File: src/rtl/offset_utf_char_decoder_defines.svh
// ----------------------------------------------------------------------------
// offset_utf_char_decoder_defines.svh
// Assertion macros used by the decoder's top-level RTL file.
// ----------------------------------------------------------------------------
`ifndef OFFSET_UTF_CHAR_DECODER_DEFINES_SVH
`define OFFSET_UTF_CHAR_DECODER_DEFINES_SVH

// Same-cycle implication, checked on every rising edge outside of reset.
`define OFSUTF_ASSERT_IMP(label, ante, cons, msg) \
  label: assert property (@(posedge clk) disable iff (!rst_n) (ante) |-> (cons)) \
    else $error(msg);

// Next-cycle implication, checked on every rising edge outside of reset.
`define OFSUTF_ASSERT_NXT(label, ante, cons, msg) \
  label: assert property (@(posedge clk) disable iff (!rst_n) (ante) |=> (cons)) \
    else $error(msg);

`endif

File: src/rtl/ofsutf_pkg.sv
// ----------------------------------------------------------------------------
// ofsutf_pkg
// Types, status codes and offsets of the offset UTF character decoder.
// ----------------------------------------------------------------------------
package ofsutf_pkg;

  localparam logic [1:0] ST_OK  = 2'd0;
  localparam logic [1:0] ST_END = 2'd1;
  localparam logic [1:0] ST_BAD = 2'd2;

  localparam logic [2:0] MAX_BYTES = 3'd5;

  localparam logic [30:0] OFFSET_2 = 31'h0000080;
  localparam logic [30:0] OFFSET_3 = 31'h0002080;
  localparam logic [30:0] OFFSET_4 = 31'h0082080;
  localparam logic [30:0] OFFSET_5 = 31'h2082080;

  // Classified window: form length, early status and the payload bits.
  typedef struct packed {
    logic [2:0] len;
    logic [1:0] st;
    logic [6:0] lead;
    logic [6:0] cont_1;
    logic [6:0] cont_2;
    logic [6:0] cont_3;
    logic [6:0] cont_4;
  } ofsutf_cls_t;

  // Assembled payload before the length offset is added.
  typedef struct packed {
    logic [2:0]  len;
    logic [1:0]  st;
    logic [30:0] acc;
  } ofsutf_asm_t;

  // Final result.
  typedef struct packed {
    logic [30:0] code_point;
    logic [2:0]  used_bytes;
    logic [1:0]  status;
  } ofsutf_res_t;

endpackage

File: src/rtl/ofsutf_classify.sv
// ----------------------------------------------------------------------------
// ofsutf_classify
// First stage: finds the form length from the lead byte and checks the window.
// ----------------------------------------------------------------------------
module ofsutf_classify (
  input  logic                     clk,
  input  logic                     rst_n,
  input  logic                     valid_i,
  input  logic [7:0]               byte_0,
  input  logic [7:0]               byte_1,
  input  logic [7:0]               byte_2,
  input  logic [7:0]               byte_3,
  input  logic [7:0]               byte_4,
  input  logic [2:0]               avail_bytes,
  output logic                     ready_o,
  input  logic                     ready_i,
  output logic                     valid_o,
  output ofsutf_pkg::ofsutf_cls_t  data_o
);
  import ofsutf_pkg::*;

  logic        valid_r;
  ofsutf_cls_t data_r;
  ofsutf_cls_t data_nxt;
  logic [2:0]  avail;
  logic        cont_bad;

  assign ready_o = !valid_r || ready_i;
  assign valid_o = valid_r;
  assign data_o  = data_r;

  always_comb begin
    avail = (avail_bytes > MAX_BYTES) ? MAX_BYTES : avail_bytes;

    data_nxt.lead   = byte_0[6:0];
    data_nxt.cont_1 = byte_1[6:0];
    data_nxt.cont_2 = byte_2[6:0];
    data_nxt.cont_3 = byte_3[6:0];
    data_nxt.cont_4 = byte_4[6:0];

    // The form length is set by the position of the first clear bit of the lead.
    if (!byte_0[7]) begin
      data_nxt.len = 3'd1;
    end else if (!byte_0[6]) begin
      data_nxt.len = 3'd2;
    end else if (!byte_0[5]) begin
      data_nxt.len = 3'd3;
    end else if (!byte_0[4]) begin
      data_nxt.len = 3'd4;
    end else if (!byte_0[3]) begin
      data_nxt.len = 3'd5;
    end else begin
      data_nxt.len = 3'd0;
    end

    // Every byte that the form needs past the lead must have its top bit set.
    cont_bad = ((data_nxt.len > 3'd1) && !byte_1[7]) ||
               ((data_nxt.len > 3'd2) && !byte_2[7]) ||
               ((data_nxt.len > 3'd3) && !byte_3[7]) ||
               ((data_nxt.len > 3'd4) && !byte_4[7]);

    if (avail == 3'd0 || byte_0 == 8'd0) begin
      data_nxt.st = ST_END;
    end else if (data_nxt.len == 3'd0 || avail < data_nxt.len || cont_bad) begin
      data_nxt.st = ST_BAD;
    end else begin
      data_nxt.st = ST_OK;
    end
  end

  always_ff @(posedge clk) begin
    if (!rst_n) begin
      valid_r <= 1'b0;
    end else if (ready_o) begin
      valid_r <= valid_i;
    end
  end

  always_ff @(posedge clk) begin
    if (ready_o && valid_i) begin
      data_r <= data_nxt;
    end
  end

endmodule

File: src/rtl/ofsutf_assemble.sv
// ----------------------------------------------------------------------------
// ofsutf_assemble
// Second stage: packs the lead and continuation payload bits into one value.
// ----------------------------------------------------------------------------
module ofsutf_assemble (
  input  logic                     clk,
  input  logic                     rst_n,
  input  logic                     valid_i,
  input  ofsutf_pkg::ofsutf_cls_t  data_i,
  output logic                     ready_o,
  input  logic                     ready_i,
  output logic                     valid_o,
  output ofsutf_pkg::ofsutf_asm_t  data_o
);
  import ofsutf_pkg::*;

  logic        valid_r;
  ofsutf_asm_t data_r;
  ofsutf_asm_t data_nxt;

  assign ready_o = !valid_r || ready_i;
  assign valid_o = valid_r;
  assign data_o  = data_r;

  always_comb begin
    data_nxt.len = data_i.len;
    data_nxt.st  = data_i.st;
    case (data_i.len)
      3'd1:    data_nxt.acc = {24'd0, data_i.lead};
      3'd2:    data_nxt.acc = {18'd0, data_i.lead[5:0], data_i.cont_1};
      3'd3:    data_nxt.acc = {12'd0, data_i.lead[4:0], data_i.cont_1, data_i.cont_2};
      3'd4:    data_nxt.acc = {6'd0, data_i.lead[3:0], data_i.cont_1, data_i.cont_2,
                               data_i.cont_3};
      3'd5:    data_nxt.acc = {data_i.lead[2:0], data_i.cont_1, data_i.cont_2,
                               data_i.cont_3, data_i.cont_4};
      default: data_nxt.acc = 31'd0;
    endcase
  end

  always_ff @(posedge clk) begin
    if (!rst_n) begin
      valid_r <= 1'b0;
    end else if (ready_o) begin
      valid_r <= valid_i;
    end
  end

  always_ff @(posedge clk) begin
    if (ready_o && valid_i) begin
      data_r <= data_nxt;
    end
  end

endmodule

File: src/rtl/ofsutf_offset.sv
// ----------------------------------------------------------------------------
// ofsutf_offset
// Third stage: adds the length offset, checks the range and holds the result.
// ----------------------------------------------------------------------------
module ofsutf_offset (
  input  logic                     clk,
  input  logic                     rst_n,
  input  logic                     valid_i,
  input  ofsutf_pkg::ofsutf_asm_t  data_i,
  output logic                     ready_o,
  input  logic                     ready_i,
  output logic                     valid_o,
  output ofsutf_pkg::ofsutf_res_t  data_o
);
  import ofsutf_pkg::*;

  logic        valid_r;
  ofsutf_res_t data_r;
  ofsutf_res_t data_nxt;
  logic [30:0] offset;
  logic [31:0] sum;

  assign ready_o = !valid_r || ready_i;
  assign valid_o = valid_r;
  assign data_o  = data_r;

  always_comb begin
    case (data_i.len)
      3'd2:    offset = OFFSET_2;
      3'd3:    offset = OFFSET_3;
      3'd4:    offset = OFFSET_4;
      3'd5:    offset = OFFSET_5;
      default: offset = 31'd0;
    endcase
    sum = {1'b0, data_i.acc} + {1'b0, offset};

    // A carry into bit 31 means the value does not fit in 31 bits.
    if (data_i.st == ST_OK && !sum[31]) begin
      data_nxt.code_point = sum[30:0];
      data_nxt.used_bytes = data_i.len;
      data_nxt.status     = ST_OK;
    end else begin
      data_nxt.code_point = 31'd0;
      data_nxt.used_bytes = 3'd0;
      data_nxt.status     = (data_i.st == ST_END) ? ST_END : ST_BAD;
    end
  end

  always_ff @(posedge clk) begin
    if (!rst_n) begin
      valid_r <= 1'b0;
    end else if (ready_o) begin
      valid_r <= valid_i;
    end
  end

  always_ff @(posedge clk) begin
    if (ready_o && valid_i) begin
      data_r <= data_nxt;
    end
  end

endmodule

File: src/rtl/offset_utf_char_decoder.sv
// ----------------------------------------------------------------------------
// offset_utf_char_decoder
// Decodes one offset-form UTF character per transaction from a 5-byte window.
// ----------------------------------------------------------------------------
// The input channel carries a window of five bytes and a count of valid bytes;
// the output channel returns one result per input transaction: the code point,
// the number of bytes used and a status (decoded, end, malformed).
// Both channels use valid/stall; a transaction completes on a rising edge with
// valid high and stall low.
// The decoder is a three-stage pipeline: classify the lead byte and check the
// window, assemble the payload bits, then add the length offset and check the
// range. Each input is registered in the classify, assemble and offset stages
// in turn; the offset stage's register drives the output result.
// With no stall on the output, one transaction is taken and one result given
// every cycle. The pipeline has no kept state; throughput is set by the single
// register per stage.
// When out_stall is high, the held result stays stable and earlier stages fill
// their empty slots; in_stall rises only once every stage holds an item.
// Reset (rst_n low, synchronous) empties every stage; no result is pending
// afterwards.
// ----------------------------------------------------------------------------
`include "offset_utf_char_decoder_defines.svh"

module offset_utf_char_decoder (
  input  logic        clk,
  input  logic        rst_n,
  input  logic        in_valid,
  output logic        in_stall,
  input  logic [7:0]  in_byte_0,
  input  logic [7:0]  in_byte_1,
  input  logic [7:0]  in_byte_2,
  input  logic [7:0]  in_byte_3,
  input  logic [7:0]  in_byte_4,
  input  logic [2:0]  in_avail_bytes,
  output logic        out_valid,
  input  logic        out_stall,
  output logic [30:0] out_code_point,
  output logic [2:0]  out_used_bytes,
  output logic [1:0]  out_status
);
  import ofsutf_pkg::*;

  logic        cls_ready;
  logic        cls_valid;
  ofsutf_cls_t cls_data;
  logic        asm_ready;
  logic        asm_valid;
  ofsutf_asm_t asm_data;
  logic        off_ready;
  ofsutf_res_t res_data;

  ofsutf_classify u_classify (
    .clk         (clk),
    .rst_n       (rst_n),
    .valid_i     (in_valid),
    .byte_0      (in_byte_0),
    .byte_1      (in_byte_1),
    .byte_2      (in_byte_2),
    .byte_3      (in_byte_3),
    .byte_4      (in_byte_4),
    .avail_bytes (in_avail_bytes),
    .ready_o     (cls_ready),
    .ready_i     (asm_ready),
    .valid_o     (cls_valid),
    .data_o      (cls_data)
  );

  ofsutf_assemble u_assemble (
    .clk     (clk),
    .rst_n   (rst_n),
    .valid_i (cls_valid),
    .data_i  (cls_data),
    .ready_o (asm_ready),
    .ready_i (off_ready),
    .valid_o (asm_valid),
    .data_o  (asm_data)
  );

  ofsutf_offset u_offset (
    .clk     (clk),
    .rst_n   (rst_n),
    .valid_i (asm_valid),
    .data_i  (asm_data),
    .ready_o (off_ready),
    .ready_i (!out_stall),
    .valid_o (out_valid),
    .data_o  (res_data)
  );

  assign in_stall       = !cls_ready;
  assign out_code_point = res_data.code_point;
  assign out_used_bytes = res_data.used_bytes;
  assign out_status     = res_data.status;

  `OFSUTF_ASSERT_IMP(a_fail_zero, out_valid && out_status != ST_OK,
    out_code_point == 31'd0 && out_used_bytes == 3'd0,
    "non-decoded result carries a value or byte count")

  `OFSUTF_ASSERT_IMP(a_ok_used, out_valid && out_status == ST_OK,
    out_used_bytes != 3'd0 && out_used_bytes <= MAX_BYTES,
    "decoded result has a bad byte count")

  `OFSUTF_ASSERT_IMP(a_one_byte, out_valid && out_status == ST_OK && out_used_bytes == 3'd1,
    out_code_point != 31'd0 && out_code_point < 31'h80,
    "one-byte result out of range")

  `OFSUTF_ASSERT_IMP(a_two_byte, out_valid && out_status == ST_OK && out_used_bytes == 3'd2,
    out_code_point >= OFFSET_2 && out_code_point < OFFSET_3,
    "two-byte result out of range")

  `OFSUTF_ASSERT_IMP(a_empty_ready, !out_valid, !in_stall,
    "input stalled while the pipeline is not full")

  `OFSUTF_ASSERT_NXT(a_status_code, in_valid, !out_valid || out_status != 2'd3,
    "undefined status code")

endmodule
File: config.mk
export PLATFORM = sky130hd
export DESIGN_NAME = offset_utf_char_decoder
export DESIGN_NICKNAME = d
export VERILOG_FILES = /design/src/rtl/ofsutf_pkg.sv /design/src/rtl/ofsutf_classify.sv /design/src/rtl/ofsutf_assemble.sv /design/src/rtl/ofsutf_offset.sv /design/src/rtl/offset_utf_char_decoder.sv
export VERILOG_INCLUDE_DIRS = /design/src /design/src/rtl
export SDC_FILE = /design/constraint.sdc
export NUM_CORES = 1
export LEC_CHECK = 0
export ABC_AREA = 1
export BUFFER_PORTS_ARGS = -buffer_cell sky130_fd_sc_hd__buf_2
export CAP_MARGIN = 30
export CORE_MARGIN = 2
export CORE_UTILIZATION = 58
export CTS_BUF_LIST = sky130_fd_sc_hd__clkbuf_16
export DETAILED_ROUTE_END_ITERATION = 10
export PLACE_DENSITY = 0.78
export SKIP_CTS_REPAIR_TIMING = 1
export SYNTH_ARGS = -nofsm -noshare
export SYNTH_HDL_FRONTEND = slang
export SYNTH_SLANG_ARGS = --single-unit
export TNS_END_PERCENT = 100
File: constraint.sdc
create_clock -name clk -period 5.7 [get_ports clk]
set_input_delay 0.285 -clock clk [delete_from_list [all_inputs] [get_ports clk]]
set_output_delay 0.285 -clock clk [all_outputs]
set_load 0.005 [all_outputs]
Word level (Yosys, flattened, before mapping) --
Index checks and enable logic that the tools add are counted.
Cells by class: $add $sub $neg 1, magnitude comparators 6, eq/ne operators 10, mux-type cells 10, reduce and logical (&&, ||, !) cells 31
Operators by type and width (count):
- one-hot mux 31 bit (5 select lines) | 1
- one-hot mux 26 bit (4 select lines) | 1
- adder 31 x 26 -> 32 bit | 1
- two-way mux 3 bit | 6
- equality test 3 x 2 -> 1 bit, second input constant | 4
- equality test 3 bit, second input constant | 4
- logical NOT 1 bit | 10
- logical OR 1 bit | 9
- logical AND 1 bit | 8
- logical NOT 8 bit | 1
- greater-than comparator 3 x 2 -> 1 bit, second input constant | 2
- greater-than comparator 3 bit, second input constant | 2
- logical NOT 3 bit | 2
- two-way mux 2 bit | 2
- equality test 3 x 1 -> 1 bit, second input constant | 1
- greater-than comparator 3 x 1 -> 1 bit, second input constant | 1
- < comparator 3 bit | 1
- equality test 2 x 1 -> 1 bit, second input constant | 1
- logical NOT 2 bit | 1
Storage, ports and cells: flip-flop bits (word level) 115, output and inout port bits 38

Longest topological paths before layout --
Gate-level depths: netlist of the first run.
depth after elaboration 12, mapped depth 14, mapped depth without buffers 14

Hierarchy --
A second synthesis of the first run with hierarchy kept.
Unflattened totals: cells, all modules 590, area, all modules 5640.4 sq um
Modules (own cells, without submodules):
- ofsutf_offset | times used 1, cells an instance 283, area an instance 2278.4 sq um, seq. area each 1101.1 sq um
- ofsutf_assemble | times used 1, cells an instance 215, area an instance 1895.6 sq um, seq. area each 1101.1 sq um
- ofsutf_classify | times used 1, cells an instance 90, area an instance 1458.9 sq um, seq. area each 1221.2 sq um
- offset_utf_char_decoder | times used 1, cells an instance 2, area an instance 7.5 sq um, seq. area each 0.0 sq um

Worst setup path after synthesis of the first run --
No wires, ideal clock.
kind register to register, start register u_offset.valid_r, in the netlist u_offset.valid_o, end register u_classify.data_r, in the netlist u_classify.data_o[0] (enable), arrival time 2.252 ns, slack 3.010 ns, stages on the path, launching flop included 6, period minus slack after synthesis 2.690 ns, cell sequence dfxtp_1 nand2_1 nor2_1 inv_1 nor2_1 nor2_1
On the way: word-level cells in the longest chain between the ends 5
Ends and longest elaborated chain:
- start: declaration | line ofsutf_offset.sv:17 | logic valid_r;
- start signal: assignment | line ofsutf_offset.sv:53 | valid_r <= valid_i;
- logical NOT 1 bit | line ofsutf_offset.sv:23 | assign ready_o = !valid_r || ready_i;
- logical OR 1 bit | line ofsutf_offset.sv:23
- logical OR 1 bit | line ofsutf_assemble.sv:21 | assign ready_o = !valid_r || ready_i;
- logical OR 1 bit | line ofsutf_classify.sv:28 | assign ready_o = !valid_r || ready_i;
- logical AND 1 bit | line ofsutf_classify.sv:80 | if (ready_o && valid_i) begin
- end signal: assignment | line ofsutf_classify.sv:81 | data_r <= data_nxt;
- end: declaration | line ofsutf_classify.sv:23 | ofsutf_cls_t data_r;
Every way passes these cells. A chain may end at the register's enable or synchronous reset.

Final worst setup path of the first run --
start register u_assemble.data_r, in the netlist u_assemble.data_o[34], end register u_offset.data_r, in the netlist u_offset.data_o[3] (data pin)
On the way: word-level cells in the longest chain between the ends 5, elaborated cells between the ends (all ways) 8, classes of those cells add/sub: 1; eq/ne: 4; mux: 1; reduce/logical: 2
Ends and longest elaborated chain:
- start: declaration | line ofsutf_assemble.sv:18 | ofsutf_asm_t data_r;
- start signal: assignment | line ofsutf_assemble.sv:50 | data_r <= data_nxt;
- equality test 3 bit or equality test 3 x 2 -> 1 bit (tied branches) | line ofsutf_offset.sv:28 | case (data_i.len)
- one-hot mux 26 bit (4 select lines) | line ofsutf_offset.sv:28
- adder 31 x 26 -> 32 bit | line ofsutf_offset.sv:35 | sum = {1'b0, data_i.acc} + {1'b0, offset};
- logical NOT 1 bit | line ofsutf_offset.sv:38 | if (data_i.st == ST_OK && !sum[31]) begin
- logical AND 1 bit | line ofsutf_offset.sv:38
- end signal: assignment | line ofsutf_offset.sv:59 | data_r <= data_nxt;
- end: declaration | line ofsutf_offset.sv:18 | ofsutf_res_t data_r;
Parallel ways exist; a longest one is shown, timed or not.

==> run summary, run 1 <==
Reg2reg end - u_offset.data_o[3]$_SDFFCE_PN0P_
Wire length per cell - 15.1 µm
Status - complete, no violations
Cell taking the most area after synthesis - edfxtp_1
Cells after synthesis - 508
PortBufs - 84
Syn nets - 562
Die Wd - 100 µm
Final total power - 2.21 mW
Number of global-route vias before repair - 3888
DP Wirelength - 7910 µm
Netlist cell types - 38
Final WL - 11000 µm
Die height - 100 µm
Warnings, synthesis - 0
Share of the synthesized area in the top cell type - 0.625
Post-synth ARST share - 0
Drt pass-1 iters - 5
Top_reg_cell synth - edfxtp_1
Slew HR - 0.342
ANT nets after route - 0
Seq pwr share - 0.452
I/O pins - 85
Via count - 3951
Syn avg cell area - 10.6 µm²
TNS Setup - 0 ns
Worst-Margin Slew - 0.980 ns
Layout cell share with drive strength beyond 1 - 0.227
Max VDD drop - 0.280 mV
R2R Setup Slk - 3.28 ns
Remaining DRCs - 0
Worst-path fanout max - 35
RSZ-0062 raised after global routing - false
Gate power share - 0.065
Worst Hold End - u_classify.data_o[10]$_DFFE_PP_
Top area cells in the synthesized netlist - edfxtp_1 (62%), nand2_1 (6.6%), inv_1 (5.9%)
Antenna cells - 0
Max clock buf depth - 2
Max Freq - 413 MHz
Number of H-tree levels - 4
Sw frac - 0.223
Startpoint types - flop
Placeable Area - 0.00911 mm²
Fin nets - 659
Clock slew at reported path FFs - 0.05 ns
Power Density - 338 mW/mm²
Root Buffer - clkbuf_16
Hold Path Origin - in_byte_3[3]
Critical Path AT - 2.56 ns
RePlAce Congestion - 0.947
Total GRT Usage - 0.241
Maxcap violations - 0
Largest net degree at the start of global routing - 41
Rows - 35
Switching power - 0.493 mW
Num CTS Buffers - 17
R2R depth - 12
Number of enable flip-flop cells after synthesis - 112
Tcrit/Tclk final - 0.425
Die area - 0.0101 mm²
Initial antenna violation count - 0
Clk_lat worst skew - 0.40 ns
CP Class - reg -> reg
#FFs+latches synth - 115
Clock skew - 0.00751 ns
First-pass GRT wire length - 18300 µm
Min-delay worst type - in -> reg
CP endpoint kind - flop
Synth Cell Area - 0.00538 mm²
Internal power - 1.72 mW
Clock power frac - 0.483
Tmin final - 2.42 ns
Leakage - 2.77 nW
CTS tree - built
Slew Limit Fails - 0
Starting Density - 0.591
Overflow left after global routing - 0
P&R area growth vs syn - 21.8%
Worst Path Required - 5.83 ns
Sequential fraction of the synthesis area - 0.636
Setup violators final - 0
Post-synth top cells - edfxtp_1 (112), nand2_1 (95), inv_1 (85)
Count leader, synth - edfxtp_1
WHS Path Cells - 1
Fin. Hold Viols - 0
Initial DRC Count - 299
Vias per Instance - 5.42
Worst flop-to-flop path startpoint - u_assemble.data_o[34]$_DFFE_PP_
Crit path from - u_assemble.data_o[34]$_DFFE_PP_
Num Clock Sinks - 115
## layout by cell type (no fill, tap or decap), types with 2 or more instances in the layout
| cell | Yosys | layout |
|---|---|---|
| nor3_2 | 2 | 2 |
| xor2_1 | 6 | 6 |
| nor2_1 | 60 | 59 |
| clkinv_2 | 0 | 2 |
| nor4_1 | 2 | 2 |
| buf_2 | 1 | 84 |
| nand3_1 | 22 | 22 |
| clkbuf_16 | 0 | 17 |
| xnor2_1 | 5 | 5 |
| nand4_1 | 3 | 3 |
| or2_0 | 2 | 2 |
| nand2_2 | 4 | 4 |
| a22oi_1 | 7 | 7 |
| clkinv_4 | 0 | 3 |
| clkinvlp_4 | 0 | 3 |
| o21ai_0 | 12 | 12 |
| o221ai_1 | 11 | 11 |
| nor2_2 | 3 | 3 |
| edfxtp_1 | 112 | 112 |
| buf_12 | 0 | 2 |
| o22ai_1 | 5 | 5 |
| inv_1 | 85 | 85 |
| a21oi_2 | 4 | 4 |
| nor3_1 | 2 | 2 |
| ha_1 | 7 | 7 |
| nand2_1 | 95 | 95 |
| inv_6 | 0 | 2 |
| a21oi_1 | 27 | 26 |
| dfxtp_1 | 3 | 3 |
| clkinv_1 | 1 | 2 |
| nor2_4 | 2 | 3 |
| bufinv_16 | 0 | 3 |
| o211ai_1 | 7 | 7 |
## layout make-up
type | count | area, µm²
Clock buffer | 17 | 425
Clock inverter | 15 | 181
Fill cell | 651 | 2550
Inverter | 86 | 323
Multi-Input combinational cell | 298 | 1600
Sequential cell | 115 | 3420
Tap cell | 111 | 139
Timing Repair Buffer | 87 | 468
## how the worst max path moves through the flow
stage	endpoint	slack [ns]	cells after the start
after floorplan	u_classify.data_o[0]$_DFFE_PP_	3.01	5
after global placement	u_offset.data_o[4]$_SDFFCE_PN0P_	3.37	12
after detailed placement	u_offset.data_o[3]$_SDFFCE_PN0P_	3.28	12
after CTS	u_offset.data_o[3]$_SDFFCE_PN0P_	3.28	12
after global routing	u_offset.data_o[3]$_SDFFCE_PN0P_	3.05	12
final	u_offset.data_o[3]$_SDFFCE_PN0P_	3.28	12
## logic make-up after synthesis
group | Yosys count | share of synthesized area
XOR/XNOR | 11 | 0.0179
AND/OR/NAND/NOR | 205 | 0.170
adder cells (fa/ha/maj) | 7 | 0.0163
AO/OA/AOI/OAI | 75 | 0.0890
flip-flops | 115 | 0.636
buffers and inverters | 95 | 0.0707
## worst max-delay path: stages (launching register included)
cell	delay (ns)
edfxtp_1	0.41
nor2_1	0.17
inv_1	0.08
nand2_1	0.11
ha_1	0.19
ha_1	0.19
nand2_1	0.10
nor2_2	0.12
nand2_1	0.08
nand2_2	0.13
nand4_2	0.12
nand3_4	0.32
nor2_1	0.11
## stage by stage
step	cells	area [µm²]	utilization	worst slack [ns]	hold WS [ns]
finish	729	6560	0.720	3.28	0.0549
global route	729	6560	0.720	3.05	0.0367
CTS	727	6520	0.715	3.28	0.0437
detailed placement	695	5910	0.649	3.28	0.412
global placement	695	5910	0.649	3.37	0.408
floorplan	508	5380	-	3.01	0.384
## registers in the layout (all words and copies together), names as in the netlist
name,cells
u_assemble.valid_o,1
u_offset.valid_o,1
u_classify.data_o,40
u_assemble.data_o,36
u_classify.valid_o,1
u_offset.data_o,36
## layer usage
metal  share of wire  track usage  up-vias  wire length [µm]
li1                -            -     1930                 -
met2            0.51        0.399      189              5560
met1            0.40        0.298     1807              4410
met5               0            0        -                 0
met4           0.031        0.118        0               335
met3           0.061       0.0578       25               672
## power by group through the flow
| stage | Clock [mW] | Sequential, mW | Combinational [mW] |
|---|---|---|---|
| 3_3_place_gp | 0 | 1.02 | 0.134 |
| 6_report | 1.07 | 1.00 | 0.143 |
| 4_1_cts | 1.08 | 1.00 | 0.140 |
| 3_5_place_dp | 0 | 1.02 | 0.138 |
| 5_1_grt | 1.13 | 1.00 | 0.162 |
| 2_1_floorplan | 0 | 1.01 | 0.0872 |
(Power assumes the default switching activity.)
==> run 2, diff against run 1 <==
- CORE_UTILIZATION: 58 -> 51
- PLACE_DENSITY: 0.78 -> 0.73
- clock period: 5.7 -> 2.2 ns (I/O delays scaled with it)
==> run 2 against run 1 <==
Count of clock-buffer cells in the layout is the same. First-iteration DRC count shrank 28%. Register-to-register slack lost 3.2 ns.
==> run summary, run 2 (synthesis results as in run 1) <==
First-pass GRT wire length - 17800 µm (-2.8%)
Final WL - 12000 µm (+9.0%)
Max VDD drop - 0.709 mV (+150%)
Clock slew at reported path FFs - 0.06 ns (about the same)
Initial antenna violation count - 0 (unchanged)
Critical Path AT - 2.31 ns (-0.25 ns)
Max clock buf depth - 2 (unchanged)
Number of H-tree levels - 4 (unchanged)
Seq pwr share - 0.463 (+0.011)
Startpoint types - flop
P&R area growth vs syn - 32.7%
Power Density - 786 mW/mm² (+130%)
Gate power share - 0.082 (+0.017)
CP Class - reg -> reg
Initial DRC Count - 216 (-28%)
Die area - 0.0114 mm² (+13%)
TNS Setup - 0 ns (unchanged)
Design Area, Final - 0.00714 mm² (+8.9%)
Num CTS Buffers - 17 (unchanged)
Tmin final - 2.15 ns (-0.273 ns)
Kind of cell adding the most delay to the critical path - simple AND/OR/NAND/NOR gates
Clock power frac - 0.456 (-0.027)
Met2 Track Usage GR - 0.318 (-0.0801)
Fin nets - 713 (+8.2%)
R2R Setup Slk - 0.05 ns (-3.23 ns)
RePlAce Congestion - 0.909 (-4.0%)
Number of global-route vias before repair - 3783 (-2.7%)
Most frequent cells in the layout - edfxtp_1 (112), nand2_1 (92), buf_2 (84)
R2R depth - 13 (+1)
Antenna cells - 0 (unchanged)
WHS Path Cells - 3 (+2)
DP Cell Count - 731 (+5.2%)
Root Buffer - clkbuf_16
Tcrit/Tclk final - 0.977 (+0.552)
Rows - 37 (+5.7%)
Overflow left after global routing - 0 (unchanged)
GR Util met1 - 0.264 (-0.0346)
Placeable Area - 0.0103 mm² (+13%)
Filler Cell Count - 735 (+13%)
Most common cell after layout, fill and taps aside - edfxtp_1
Max reg flops - 40 (unchanged)
DP Wirelength - 8040 µm (+1.7%)
Die Wd - 107 µm (+6.4%)
CP max stage delay - 0.42 ns (about the same)
Min-delay worst type - in -> reg
Layout cell share with drive strength beyond 1 - 0.254 (+0.0279)
Largest net degree at the start of global routing - 41 (unchanged)
RSZ-0062 raised after global routing - true
CTS tree - built
PortBufs - 84 (unchanged)
Leakage - 2.99 nW (+8.1%)
Max Freq - 465 MHz (+13%)
Die height - 107 µm (+6.4%)
Maxcap violations - 0 (unchanged)
Buffers plus inverters on the worst setup path - 2 (+1)
Starting Density - 0.524 (-0.0672)
Worst-path fanout max - 8 (-77%)
Worst flop-to-flop path startpoint - u_assemble.data_o[34]$_DFFE_PP_
Status - complete, no violations
Setup violators final - 0 (unchanged)
Worst-Margin Slew - 0.475 ns (-0.505 ns)
Wire length per cell - 14.8 µm (-1.6%)
I/O pins - 85 (unchanged)
Num Clock Sinks - 115 (unchanged)
Busiest grt layer - met2
Placed Instance Area - 0.00604 mm² (+2.1%)
Clock skew - 0.00629 ns (-0.00122 ns)
CP endpoint kind - flop
CP max-delay cell - edfxtp_1
ANT nets after route - 0 (unchanged)
Reg2reg end - u_offset.data_o[24]$_SDFFCE_PN0P_
Via count - 4135 (+4.7%)
Drt pass-1 iters - 5 (unchanged)
Cell breakdown of the critical path - nor2_2 > inv_2 > nand2_1 > ha_4 > ha_4 > nand2_2 > nor2_4 > nand2_1 > nand2_2 > nand4_4 > nand3_4 > clkbuf_16 > a21oi_1
Slew HR - 0.683 (+0.342)
Grt met3 use - 0.0498 (-0.00795)
Total GRT Usage - 0.207 (-0.0342)
Switching power - 1.32 mW (+170%)
Worst Path Required - 2.36 ns (-3.47 ns)
Worst Hold End - u_offset.valid_o$_SDFFE_PN0P_
Fin. Hold Viols - 0 (unchanged)
Remaining DRCs - 0 (unchanged)
Sw frac - 0.235 (+0.0126)
Hold Slack - 0.00892 ns (-0.0460 ns)
Hold Path Origin - out_stall
Vias per Instance - 5.12 (-5.6%)
Layout Cells excl Fill - 808 (+11%)
Clk_lat worst skew - 0.41 ns (about the same)
Internal power - 4.29 mW (+150%)
Slew Limit Fails - 0 (unchanged)
-- run 2: cell count changes in the layout (fill, tap and decap cells not counted), sizes merged --
cell,change
clkbuf,+2
buf,+14
bufinv,-2
inv,+1
clkinvlp,+3
dlygate4sd3,+38
clkinv,-2
-- run 2: layout make-up --
type,count,area (µm²),share of cell area
multi-input combinational,298,1670,0.234
timing repair buffer,141,995,0.139
clock buffer,17,425,0.0596
tap,136,170,0.0238
clock inverter,15,134,0.0187
sequential,115,3420,0.479
inverter,86,323,0.0452
-- run 2: power groups by stage --
| stage | registers, mW | logic (mW) | clock network, mW |
|---|---|---|---|
| global route | 2.61 | 0.511 | 2.70 |
| CTS | 2.59 | 0.372 | 2.58 |
| floorplan | 2.62 | 0.227 | 0 |
| global placement | 2.64 | 0.365 | 0 |
| finish | 2.60 | 0.459 | 2.56 |
| detailed placement | 2.64 | 0.371 | 0 |
-- run 2: how the worst max path moves through the flow --
stage / startpoint / end / slack, ns / depth (start not counted)
2_1_floorplan: u_offset.valid_o$_SDFFE_PN0P_ / u_classify.data_o[0]$_DFFE_PP_ / 0.17 / 5
3_3_place_gp: u_assemble.data_o[34]$_DFFE_PP_ / u_offset.data_o[22]$_SDFFCE_PN0P_ / 0.07 / 13
3_5_place_dp: u_assemble.data_o[34]$_DFFE_PP_ / u_offset.data_o[18]$_SDFFCE_PN0P_ / -0.03 / 13
4_1_cts: u_assemble.data_o[34]$_DFFE_PP_ / u_offset.data_o[18]$_SDFFCE_PN0P_ / -0.04 / 13
5_1_grt: u_assemble.data_o[34]$_DFFE_PP_ / u_offset.data_o[2]$_SDFFCE_PN0P_ / -0.06 / 13
6_report: u_assemble.data_o[34]$_DFFE_PP_ / u_offset.data_o[24]$_SDFFCE_PN0P_ / 0.05 / 13
-- run 2: stage by stage --
| step | power [mW] | setup WS, ns | utilization |
|---|---|---|---|
| floorplan | 2.85 | 0.166 | - |
| global placement | 3.00 | 0.0670 | 0.587 |
| detailed placement | 3.01 | -0.0319 | 0.587 |
| CTS | 5.55 | -0.0430 | 0.642 |
| global route | 5.81 | -0.0590 | 0.695 |
| finish | 5.61 | 0.0498 | 0.695 |
-- run 2: worst min-delay path: cells and delay by family --
kind,cells,cell delay [ns]
AO/OA/AOI/OAI,1,0.06
AND/OR/NAND/NOR,1,0.08
buffers and inverters,1,0.12
-- run 2: layer usage --
layer  vias to the layer above  share of wire
li1                       2039              -
met1                      1914           0.42
met2                       154           0.50
met3                        28          0.055
met4                         0          0.030
met5                         -              0
